==> src/hw/rtl/zot_pkg.sv <==
// ----------------------------------------------------------------------------
// zot_pkg
// Shared types, codes and helpers of the zone outline tracer.
// ----------------------------------------------------------------------------
package zot_pkg;

  localparam int MaxWidth  = 256;
  localparam int MaxHeight = 256;
  localparam int AddrW     = 16;
  localparam int CoordW    = 10;

  typedef logic signed [CoordW-1:0] coord_t;

  typedef enum logic [1:0] {
    OP_WRITE = 2'd0,
    OP_START = 2'd1,
    OP_FETCH = 2'd2,
    OP_NOP   = 2'd3
  } op_e;

  localparam logic [1:0] KindVertex = 2'd0;
  localparam logic [1:0] KindFirst  = 2'd1;
  localparam logic [1:0] KindDone   = 2'd2;

  typedef enum logic [2:0] {
    PR_HERE,
    PR_LEFT,
    PR_UP,
    PR_RIGHT_HAND,
    PR_AHEAD
  } probe_e;

  typedef enum logic [1:0] {
    EM_FIRST,
    EM_VERTEX,
    EM_HELD,
    EM_DONE
  } emit_e;

  typedef struct packed {
    logic   wr_pixel;
    logic   start;
    logic   clear_step;
    logic   probe;
    probe_e probe_sel;
    logic   load_scan;
    logic   scan_adv;
    logic   adv_end_row;
    logic   dec_x;
    logic   dec_y;
    logic   load_walk;
    logic   turn_right;
    logic   turn_left;
    logic   step;
    logic   emit;
    emit_e  emit_sel;
  } zot_cmd_t;

  typedef struct packed {
    logic       empty;
    logic       col_ge_w;
    logic       adv_last;
    logic       black;
    logic       visited;
    logic       clear_done;
    logic       held_valid;
    logic [1:0] n_verts;
    logic       ahead_inside;
  } zot_status_t;

  // Unit steps for the four headings: +x, +y, -x, -y.
  function automatic coord_t dir_dx(input logic [1:0] d);
    coord_t r;
    unique case (d)
      2'd0:    r = 10'sd1;
      2'd2:    r = -10'sd1;
      default: r = 10'sd0;
    endcase
    return r;
  endfunction

  function automatic coord_t dir_dy(input logic [1:0] d);
    coord_t r;
    unique case (d)
      2'd1:    r = 10'sd1;
      2'd3:    r = -10'sd1;
      default: r = 10'sd0;
    endcase
    return r;
  endfunction

endpackage

==> src/hw/rtl/zot_ctrl.sv <==
// ----------------------------------------------------------------------------
// zot_ctrl
// Sequencer for loads, the visited-map clear, and the scan and trace walk.
// ----------------------------------------------------------------------------
module zot_ctrl (
  input  logic                 clk_i,
  input  logic                 rst_ni,
  input  logic                 in_valid_i,
  output logic                 in_stall_o,
  input  logic [1:0]           op_i,
  output logic                 out_valid_o,
  input  logic                 out_stall_i,
  output zot_pkg::zot_cmd_t    cmd_o,
  input  zot_pkg::zot_status_t status_i
);

  typedef enum logic [2:0] {
    PH_IDLE,
    PH_SCAN,
    PH_TRACE,
    PH_TRACE_LAST,
    PH_DONE
  } phase_e;

  typedef enum logic [4:0] {
    S_IDLE, S_CLEAR, S_TOP,
    S_P_PIX, S_E_PIX, S_P_L, S_E_L, S_P_U, S_E_U, S_P_U2, S_E_U2,
    S_P_ORG, S_E_ORG, S_P_TV, S_E_TV, S_P_R, S_E_R, S_P_A, S_E_A, S_STEP
  } state_e;

  state_e state_q, state_d;
  phase_e phase_q, phase_d;
  logic   last_q, last_d, left_q, left_d, out_valid_q, out_valid_d, in_acc;

  assign in_stall_o  = (state_q != S_IDLE) ||
                       ((zot_pkg::op_e'(op_i) == zot_pkg::OP_FETCH) && out_valid_q);
  assign in_acc      = in_valid_i && !in_stall_o;
  assign out_valid_o = out_valid_q;

  always_comb begin
    cmd_o       = '0;
    state_d     = state_q;
    phase_d     = phase_q;
    last_d      = last_q;
    left_d      = left_q;
    out_valid_d = out_valid_q && out_stall_i;
    unique case (state_q)
      S_IDLE: begin
        if (in_acc) begin
          unique case (zot_pkg::op_e'(op_i))
            zot_pkg::OP_WRITE: cmd_o.wr_pixel = 1'b1;
            zot_pkg::OP_START: begin
              cmd_o.start = 1'b1;
              state_d     = S_CLEAR;
            end
            zot_pkg::OP_FETCH: begin
              if (status_i.held_valid) begin
                cmd_o.emit     = 1'b1;
                cmd_o.emit_sel = zot_pkg::EM_HELD;
                out_valid_d    = 1'b1;
              end else begin
                state_d = S_TOP;
              end
            end
            default: ;
          endcase
        end
      end
      S_CLEAR: begin
        cmd_o.clear_step = 1'b1;
        if (status_i.clear_done) begin
          phase_d = PH_SCAN;
          state_d = S_IDLE;
        end
      end
      S_TOP: begin
        unique case (phase_q) inside
          PH_SCAN: begin
            if (status_i.empty) begin
              phase_d = PH_DONE;
            end else if (status_i.col_ge_w) begin
              cmd_o.scan_adv    = 1'b1;
              cmd_o.adv_end_row = 1'b1;
              if (status_i.adv_last) begin
                phase_d = PH_DONE;
              end
            end else begin
              cmd_o.load_scan = 1'b1;
              cmd_o.scan_adv  = 1'b1;
              last_d          = status_i.adv_last;
              state_d         = S_P_PIX;
            end
          end
          PH_TRACE, PH_TRACE_LAST: begin
            cmd_o.load_walk = 1'b1;
            state_d         = S_P_TV;
          end
          default: begin
            cmd_o.emit     = 1'b1;
            cmd_o.emit_sel = zot_pkg::EM_DONE;
            out_valid_d    = 1'b1;
            if (phase_q != PH_IDLE) begin
              phase_d = PH_DONE;
            end
            state_d = S_IDLE;
          end
        endcase
      end
      S_P_PIX: begin
        cmd_o.probe = 1'b1;
        state_d     = S_E_PIX;
      end
      S_E_PIX: begin
        if (status_i.black) begin
          if (last_q) begin
            phase_d = PH_DONE;
          end
          state_d = S_TOP;
        end else begin
          state_d = S_P_L;
        end
      end
      // Walk left and up to the zone origin.
      S_P_L: begin
        cmd_o.probe     = 1'b1;
        cmd_o.probe_sel = zot_pkg::PR_LEFT;
        state_d         = S_E_L;
      end
      S_E_L: begin
        left_d  = status_i.black;
        state_d = S_P_U;
      end
      S_P_U: begin
        cmd_o.probe     = 1'b1;
        cmd_o.probe_sel = zot_pkg::PR_UP;
        state_d         = S_E_U;
      end
      S_E_U: begin
        if (left_q && status_i.black) begin
          state_d = S_P_ORG;
        end else begin
          cmd_o.dec_x = !left_q;
          state_d     = S_P_U2;
        end
      end
      S_P_U2: begin
        cmd_o.probe     = 1'b1;
        cmd_o.probe_sel = zot_pkg::PR_UP;
        state_d         = S_E_U2;
      end
      S_E_U2: begin
        cmd_o.dec_y = !status_i.black;
        state_d     = S_P_L;
      end
      S_P_ORG: begin
        cmd_o.probe = 1'b1;
        state_d     = S_E_ORG;
      end
      S_E_ORG: begin
        if (status_i.visited) begin
          if (last_q) begin
            phase_d = PH_DONE;
          end
          state_d = S_TOP;
        end else begin
          cmd_o.emit     = 1'b1;
          cmd_o.emit_sel = zot_pkg::EM_FIRST;
          out_valid_d    = 1'b1;
          phase_d        = last_q ? PH_TRACE_LAST : PH_TRACE;
          state_d        = S_IDLE;
        end
      end
      // One step of the edge trace.
      S_P_TV: begin
        cmd_o.probe = 1'b1;
        state_d     = S_E_TV;
      end
      S_E_TV: begin
        if (status_i.visited) begin
          phase_d = (phase_q == PH_TRACE_LAST) ? PH_DONE : PH_SCAN;
          state_d = S_TOP;
        end else begin
          state_d = S_P_R;
        end
      end
      S_P_R: begin
        cmd_o.probe     = 1'b1;
        cmd_o.probe_sel = zot_pkg::PR_RIGHT_HAND;
        state_d         = S_E_R;
      end
      S_E_R: begin
        cmd_o.turn_right = !status_i.black;
        state_d          = S_P_A;
      end
      S_P_A: begin
        cmd_o.probe     = 1'b1;
        cmd_o.probe_sel = zot_pkg::PR_AHEAD;
        state_d         = S_E_A;
      end
      S_E_A: begin
        cmd_o.turn_left = status_i.black;
        state_d         = S_STEP;
      end
      S_STEP: begin
        cmd_o.step      = 1'b1;
        cmd_o.probe_sel = zot_pkg::PR_AHEAD;
        if (!status_i.ahead_inside) begin
          phase_d = (phase_q == PH_TRACE_LAST) ? PH_DONE : PH_SCAN;
        end
        if (status_i.n_verts != 2'd0) begin
          cmd_o.emit     = 1'b1;
          cmd_o.emit_sel = zot_pkg::EM_VERTEX;
          out_valid_d    = 1'b1;
          state_d        = S_IDLE;
        end else begin
          state_d = S_TOP;
        end
      end
      default: state_d = S_IDLE;
    endcase
  end

  always_ff @(posedge clk_i or negedge rst_ni) begin
    if (!rst_ni) begin
      state_q     <= S_IDLE;
      phase_q     <= PH_IDLE;
      last_q      <= 1'b0;
      left_q      <= 1'b0;
      out_valid_q <= 1'b0;
    end else begin
      state_q     <= state_d;
      phase_q     <= phase_d;
      last_q      <= last_d;
      left_q      <= left_d;
      out_valid_q <= out_valid_d;
    end
  end

endmodule

==> config.mk <==
export PLATFORM = sky130hd
export DESIGN_NAME = zot_ctrl
export DESIGN_NICKNAME = d
export VERILOG_FILES = /design/src/hw/rtl/zot_pkg.sv /design/src/hw/rtl/zot_ctrl.sv
export SDC_FILE = /design/constraint.sdc
export NUM_CORES = 1
export LEC_CHECK = 0
export ABC_CLOCK_PERIOD_IN_PS = 4110
export BUFFER_PORTS_ARGS = -buffer_cell sky130_fd_sc_hd__buf_4
export CORE_ASPECT_RATIO = 0.75
export CORE_MARGIN = 4
export CORE_UTILIZATION = 50
export CTS_CLUSTER_SIZE = 8
export DETAILED_ROUTE_END_ITERATION = 10
export PLACE_DENSITY = 0.79
export SLEW_MARGIN = 0
export SYNTH_ARGS = -nofsm -noshare
export SYNTH_HDL_FRONTEND = slang
export SYNTH_SLANG_ARGS = --single-unit
==> constraint.sdc <==
create_clock -name clk_i -period 4.11 [get_ports clk_i]
set_input_delay 0.2055 -clock clk_i [delete_from_list [all_inputs] [get_ports clk_i]]
set_output_delay 0.2055 -clock clk_i [all_outputs]
set_load 0.005 [all_outputs]
; Word level (Yosys, flattened, before mapping)
; Cells that the tools add are included.
[totals]
regBits = 11
latch_bits = 0
mem_bits_rw = 0
romBits = 0
input_bits = 16
output_inout_bits = 21
wordCells = 127
mem_count = 0
[classes]
add_sub_neg = 0
n_mul = 0
div_mod_pow = 0
n_lt_le_gt_ge = 0
eq_ne = 37
shift = 0
muxes = 61
bitwise = 2
n_reduce_logical = 22
[op_table]
columns = cell, n
row1 = 5-bit one-hot mux with 20 select lines, 1
row2 = 3-bit 2-to-1 mux, 21
row3 = "5-bit by 4-bit equality test with 1-bit output, second input constant", 8
row4 = 5-bit 2-to-1 mux, 5
row5 = 3-bit one-hot mux with 4 select lines, 2
row6 = 1-bit 2-to-1 mux, 21
row7 = "5-bit by 3-bit equality test with 1-bit output, second input constant", 4
row8 = "5-bit equality test, second input constant", 4
row9 = 5-bit one-hot mux with 2 select lines, 2
row10 = 3-bit one-hot mux with 6 select lines, 1
row11 = "2-bit inequality test, second input constant", 6
row12 = "3-bit inequality test, second input constant", 4
row13 = "5-bit by 2-bit equality test with 1-bit output, second input constant", 2
row14 = 2-bit 2-to-1 mux, 5
row15 = 9-bit AND reduction, 1
row16 = "4-bit inequality test, second input constant", 2
row17 = 8-bit OR reduction, 1
row18 = "3-bit by 2-bit equality test with 1-bit output, second input constant", 2
row19 = 3-bit one-hot mux with 2 select lines, 1
row20 = 6-bit AND reduction, 1
row21 = 6-bit nonzero test, 1
row22 = 2-bit OR reduction, 3
row23 = "5-bit by 1-bit equality test with 1-bit output, second input constant", 1
row24 = 5-bit zero test, 1
row25 = other kinds (16), 22

; Logic depth before layout (Yosys ltp)
; Gate-level depths: netlist of the first run.
[logic_depth]
depth_word = 7
mapped_depth = 7
mapped_depth_nobuf = 5

; Worst setup path after synthesis of the first run
; OpenSTA, ideal clock, no wires.
[synth_path]
kind = register -> register
from = register state_q[0]
to = register last_q
setup_ns = 0.125
arrival_ns = 1.609
required_ns = 3.985
setup_slack_ns = 2.376
path_stages_with_launch = 6
n_path_buf = 1
path_cell_list = dfrtp_1 -> buf_2 -> nor2_1 -> nand3_2 -> nor4_4 -> mux2_2
[synth_via]
elab_chain_cells = 2
[synth_lines]
columns = item, line
row1 = from (decl), zot_ctrl.sv:31  ; state_e state_q, state_d;
row2 = from (signal assigned), zot_ctrl.sv:231  ; state_q <= state_d;
row3 = 5-bit by 2-bit equality test with 1-bit output, zot_ctrl.sv:47  ; unique case (state_q)
row4 = 4-bit AND reduction (no source line), --
row5 = to (signal assigned), zot_ctrl.sv:233  ; last_q <= last_d;
row6 = to (decl), zot_ctrl.sv:33  ; logic last_q, last_d, left_q, left_d, out_valid_q, out_valid_d, in_acc;
; Every way passes these cells.
; A chain may end at the register's enable or synchronous reset.

==> results of run 1 <==
## path summary, 6_finish.rpt
kind                       depth (start not counted)  slack [ns]          end
setup / recovery                                   4        1.64     cmd_o[2]
hold / removal                                     3        0.15  out_valid_o
setup reg to reg                                   5        1.93   phase_q[1]
hold reg to reg                                    1        0.56       left_q
max in group asynchronous                          2        3.65   state_q[2]
min in group asynchronous                          2        0.30   state_q[1]
## placed cells by master, fill, tap and decap left out, types with 3 or more instances in the layout
master    synthesis  final
a211o_1           3      3
a21oi_1           8      8
buf_4             1     36
clkbuf_4          0      3
dfrtp_1          11     11
inv_1             5      5
nand2_1          15     15
nand3_1           6      6
nor2_1           18     18
nor3_1           10     10
nor3b_1           5      5
nor4b_1           3      3
o21ai_0           9      9
o22ai_1           4      4
xnor2_1           3      3
## routing by layer
layer / track usage (%) / vias up / routed length, um
li1: - / 631 / -
met1: 35.5 / 645 / 1620
met2: 37.4 / 98 / 1600
met3: 7.50 / 13 / 437
met4: 5.73 / 0 / 90
met5: 0 / - / 0
## metrics by stage
| step | utilization, % | setup WS, ns |
|---|---|---|
| finish | 68.8 | 1.64 |
| global route | 68.8 | 1.57 |
| CTS | 68.8 | 1.68 |
| detailed placement | 67.0 | 1.99 |
| global placement | 67.0 | 2.01 |
| floorplan | - | 2.38 |
## layout make-up
class / instances / area, um^2 / share of cell area, %
multi-input cells: 126 / 811 / 56.1
inverters: 6 / 22.5 / 1.56
well taps: 24 / 30.0 / 2.08
flip-flops and latches: 11 / 275 / 19.0
clock buffers: 4 / 26.3 / 1.82
repair buffers: 37 / 280 / 19.4
## cells in the mapped netlist (3+ instances only)
| library cell | count |
|---|---|
| inv_1 | 5 |
| o22ai_1 | 4 |
| nor3_1 | 10 |
| a211o_1 | 3 |
| nand2_1 | 15 |
| o21ai_0 | 9 |
| nand3_1 | 6 |
| buf_2 | 6 |
| xnor2_1 | 3 |
| nor4b_1 | 3 |
| a21oi_1 | 8 |
| nor2_1 | 18 |
| nor3b_1 | 5 |
| dfrtp_1 | 11 |
## repair_timing
action	CTS	global route
buffers inserted	0	0
endpoints found under the hold margin	11	0
setup endpoints to repair	0	0
hold buffers	1	0
## sequential cells by signal, indices dropped and copies added (netlist names)
signal and cells:
state_q 5, phase_q 3, last_q 1, left_q 1, out_valid_o 1
## kinds of logic after synthesis
| family | synth area share, % |
|---|---|
| and+or+nand+nor | 39.8 |
| AOI/OAI and AO/OA | 25.3 |
| xor gates and xnor gates | 3.03 |
| buffers and inverters | 6.16 |
| muxes | 1.95 |
| DFF | 23.8 |
## power by group
group	internal [W]	total, W	switching, W	leakage (nW)
sequential	0.000140	0.000231	0.0000901	0.147
clock	0.0000378	0.0000822	0.0000444	0.0150
combinational	0.000242	0.000539	0.000298	0.481
## worst max-delay path: stages, from the launching register on
cell and delay, ns:
dfrtp_1 0.62, or3_1 0.62, or4_1 0.54, nand2_1 0.09
buf_4 0.10
==> key figures, run 1 <==
Outcome
  – Status: finished, final reports clean

Layout
  – Final cell count without fillers: 208
  – Layout fillers: 180
  – Post-route cell area: 1450 um^2
  – Syn-to-layout area delta: 24.9%
  – ANT cells: 0
  – Layout cells sized above 1: 28.3%
  – Nets: 201

CTS
  – H-tree level count: 1
  – Clk sinks: 11
  – CTS clk-pin slew, worst paths: 0.08 ns
  – Num CTS Buffers: 3
  – CTS tree: yes
  – Longest Clk Path Bufs: 2
  – Root Driver: clkbuf_4
  – Worst skew pair latency: 0.29 ns
  – Post-cts gate resize count: 0

Yosys
  – Cell variety after synth: 51
  – Yosys top cell area share: 23.8%
  – Cells after Synth: 153
  – Post-synth EDFFs: 0
  – Asr flop ratio synth: 100%
  – Syn nets: 169
  – Predominant post-synthesis flop cell: dfrtp_1
  – Synth area leader: dfrtp_1
  – Flops & latches, synth: 11
  – Register area share after synthesis: 23.8%
  – Syn_area_per_cell: 7.56 um^2
  – Synth top area cells: dfrtp_1, nor2_1, nand2_1, nor3_1, o21ai_0
  – Synth Cell Area: 1160 um^2
  – Synthesis Warnings: 0

STA
  – Final setup skew: 0.00599 ns
  – Slew HR: 57.7%
  – Final hold viol count: 0
  – Max Freq: 0.405 GHz
  – Number of setup violations in the final report: 0
  – Least-Margin Pin Slew: 0.635 ns
  – Min Hold Slack: 0.147 ns
  – Clock period minus worst slack: 2.47 ns
  – Final Max Tran Viols: 0
  – RSZ-0062 raised after global routing: no
  – Setup TNS: 0 ns
  – Fin crit share: 60.1%

Pwr
  – P_leak: 0.643 nW
  – Pwr Density: 590 nW/um^2
  – Total Power: 0.000852 W
  – Peak VDD IR: 0.000272 V

Floorplan
  – Initial Util: 55.1%
  – Die area: 3160 um^2
  – Core ar.: 2100 um^2
  – Row count: 14
  – Die Height: 49.7 um
  – Die width: 63.6 um
  – Top-level port count: 37

Drt
  – DR WL/cell: 18.0 um
  – Routed Antenna Nets: 0
  – Via density: 6.67
  – Drt first pass iters: 5
  – Iter 0 DRT Violations: 205
  – Vias: 1,387
  – Total wire length: 3.75 mm
  – Remaining DRCs: 0

Worst setup path
  – Worst reg2reg path startpoint: state_q[1]
  – Critical Path RT: 3.90 ns
  – CP Launch Point: state_q[1]
  – Critical path type: reg -> out
  – CP startpoint kind: register
  – Largest fanout on the critical path: 20
  – Critical Path AT: 2.26 ns
  – CP Capture Type: primary output

Placement
  – Cell total after placement: 203
  – PortBufs: 36
  – Routability congestion estimate: 0.996
  – Area after DPL: 1410 um^2
  – Hpwl dp: 2.89 mm

Global routing
  – First-pass GRT wire length: 6.27 mm
  – Total GRT Usage: 25.1%
  – Gr ovfl total: 0
  – Largest net degree at the start of global routing: 21
  – Initial antenna violation count: 0
  – Vias in the first global route: 1,279

Min path
  – Worst hold path type: in -> reg
  – Worst Hold Launch: out_stall_i

Flow run
  – Max_cap viols: 0
Note: power is estimated with default switching activity, not from simulation.
==> inputs of run 2 (changes only) <==
ABC_CLOCK_PERIOD_IN_PS = 2490   (was 4110)
clock period = 2.49 ns   (was 4.11 ns; I/O delays follow)
==> run 2 against run 1 <==
Sequential power is 56% higher. Register-to-register slack got worse by 1.5 ns. Clock power increased by 55%. Critical endpoint unchanged. Largest cell class unchanged. Largest power group unchanged.
==> key figures, run 2 (synthesized netlist as in run 1, its figures left out) <==
Worst setup path
  – CP Launch Point: state_q[2]
  – CP Capture Type: primary output
  – Critical path type: reg -> out
  – CP startpoint kind: register
  – Critical Path RT: 2.37 ns (-1.53 ns)
  – Worst reg2reg path startpoint: state_q[2]
  – Largest fanout on the critical path: 16 (-20%)
  – Critical Path AT: 2.24 ns (-0.02 ns)

Outcome
  – Status: finished, final reports clean

Layout
  – Largest register FFs: 5 (unchanged)
  – Commonest non-fill, non-tap cell in the layout: buf_4
  – Syn-to-layout area delta: 26.8%
  – ANT cells: 0 (unchanged)
  – Largest reg by FF count: state_q
  – Sequential standard cell area: 275 um^2 (unchanged)
  – Layout cells sized above 1: 29.4% (+1.2 points)
  – Nets: 204 (+1.5%)
  – Layout fillers: 183 (+1.7%)
  – Final cell count without fillers: 211 (+1.4%)
  – Biggest regs: state_q x5, phase_q x3
  – Multi-input gate area: 811 um^2 (unchanged)
  – Most frequent cells in the layout: buf_4, nor2_1, nand2_1

STA
  – RSZ-0062 raised after global routing: no
  – Clock period minus worst slack: 2.36 ns
  – Max Freq: 0.424 GHz
  – Final hold viol count: 0 (unchanged)
  – Setup TNS: 0 ns (unchanged)
  – Final setup skew: 0.00730 ns (+0.00131 ns)
  – Final worst setup slack: 0.129 ns (-1.51 ns)
  – Least-Margin Pin Slew: 0.608 ns (-0.0270 ns)
  – Slew HR: 58.9% (+1.2 points)
  – Final Max Tran Viols: 0 (unchanged)
  – Fin crit share: 94.8%
  – Number of setup violations in the final report: 0 (unchanged)

Drt
  – Total wire length: 3.59 mm (-4.3%)
  – Via density: 6.42 (-3.7%)
  – Iter 0 DRT Violations: 156 (-24%)
  – Vias: 1,355 (-2.3%)
  – Remaining DRCs: 0 (unchanged)
  – DR WL/cell: 17.0 um (-5.7%)
  – Drt first pass iters: 5 (unchanged)
  – Routed Antenna Nets: 0 (unchanged)

Global routing
  – Gr ovfl total: 0 (unchanged)
  – Vias in the first global route: 1,233 (-3.6%)
  – Largest net degree at the start of global routing: 19 (-9.5%)
  – Total GRT Usage: 23.5% (-1.6 points)
  – Initial antenna violation count: 0 (unchanged)
  – First-pass GRT wire length: 5.93 mm (-5.5%)

Pwr
  – Switching part of the total power: 49.3% (-1.4 points)
  – Clock share of power: 8.9% (-0.7 points)
  – Register share of total power: 25.3% (-1.8 points)
  – Pwr Density: 972 nW/um^2 (+65%)
  – Total Power: 0.00143 W (+67%)
  – Internal power: 0.000722 W (+72%)
  – Peak VDD IR: 0.000503 V (+85%)
  – Net Switching: 0.000703 W (+63%)
  – P_leak: 0.657 nW (+2.2%)
  – Logic pwr share: 65.8% (+2.5 points)

Floorplan
  – Die width: 63.6 um (unchanged)
  – Core ar.: 2100 um^2 (unchanged)
  – Initial Util: 55.1% (unchanged)
  – Top-level port count: 37 (unchanged)
  – Die Height: 49.7 um (unchanged)
  – Row count: 14 (unchanged)
  – Die area: 3160 um^2 (unchanged)

Placement
  – PortBufs: 36 (unchanged)
  – Worst slack at placement: 0.448 ns (-1.55 ns)
  – Routability congestion estimate: 1.01 (+1.5%)
  – Hpwl dp: 2.78 mm (-3.9%)
  – Cell total after placement: 206 (+1.5%)

CTS
  – Longest Clk Path Bufs: 2 (unchanged)
  – CTS clk-pin slew, worst paths: 0.08 ns (about the same)
  – Root Driver: clkbuf_4
  – H-tree level count: 1 (unchanged)
  – CTS tree: yes
  – Clk sinks: 11 (unchanged)
  – Worst skew pair latency: 0.27 ns (-0.02 ns)
  – Num CTS Buffers: 3 (unchanged)

Min path
  – Worst Hold Launch: out_stall_i
  – Worst hold path type: in -> reg

Flow run
  – Max_cap viols: 0 (unchanged)
==> run 2: changes by cell type in the layout (fill, tap and decap cells not counted) <==
cell / change
buf_4: +3
==> run 2: per-layer routing <==
metal | track usage, % | wire length (um) | vias up
met5 | 0 | 0 | -
met4 | 4.66 | 42 | 0
met3 | 6.82 | 413 | 7
met2 | 32.8 | 1510 | 96
met1 | 35.4 | 1620 | 615
li1 | - | - | 637
==> run 2: repair_timing <==
| item | CTS | global route |
|---|---|---|
| hold buffers | 1 | 0 |
| gates resized for setup | 0 | 0 |
| setup buffers | 0 | 0 |
| hold endpoints to repair | 11 | 0 |
==> run 2: path summary, 6_finish.rpt <==
kind                                    end  slack (ns)  cells past startpoint
worst max register to register   phase_q[2]        0.39                      5
worst max-delay path               cmd_o[2]        0.13                      5
worst min-delay path            out_valid_o        0.07                      3
max in group asynchronous        phase_q[2]        2.10                      2
worst min register to register       left_q        0.55                      1
min in group asynchronous        state_q[0]        0.23                      2
==> run 2: stage by stage <==
stage	util (%)	hold slack [ns]	cell area [um^2]
finish	69.8	0.0713	1470
global route	69.8	0.0706	1470
detailed placement	68.1	-0.0232	1430
CTS	69.8	0.0658	1470
floorplan	-	-0.171	1160
global placement	68.1	-0.0271	1430
==> run 2: final cells by class <==
type	instances	share of cell area, %
multi-input cells	126	55.2
flip-flops and latches	11	18.8
repair buffers	40	20.6
well taps	24	2.05
clock buffers	4	1.79
inverters	6	1.53
==> run 2: power by group through the flow <==
stage | logic, W | registers [W] | clock network [W]
floorplan | 0.000733 | 0.000275 | 0
global placement | 0.000911 | 0.000355 | 0
detailed placement | 0.000917 | 0.000359 | 0
CTS | 0.000923 | 0.000355 | 0.000129
global route | 0.00102 | 0.000374 | 0.000144
finish | 0.000938 | 0.000361 | 0.000127
==> run 2: critical path, cell delays in order (launching register included) <==
cell and delay [ns]:
dfrtp_1 0.57, or2_2 0.44, o41ai_1 0.58, nor2_1 0.16, nand2_1 0.10, buf_4 0.11
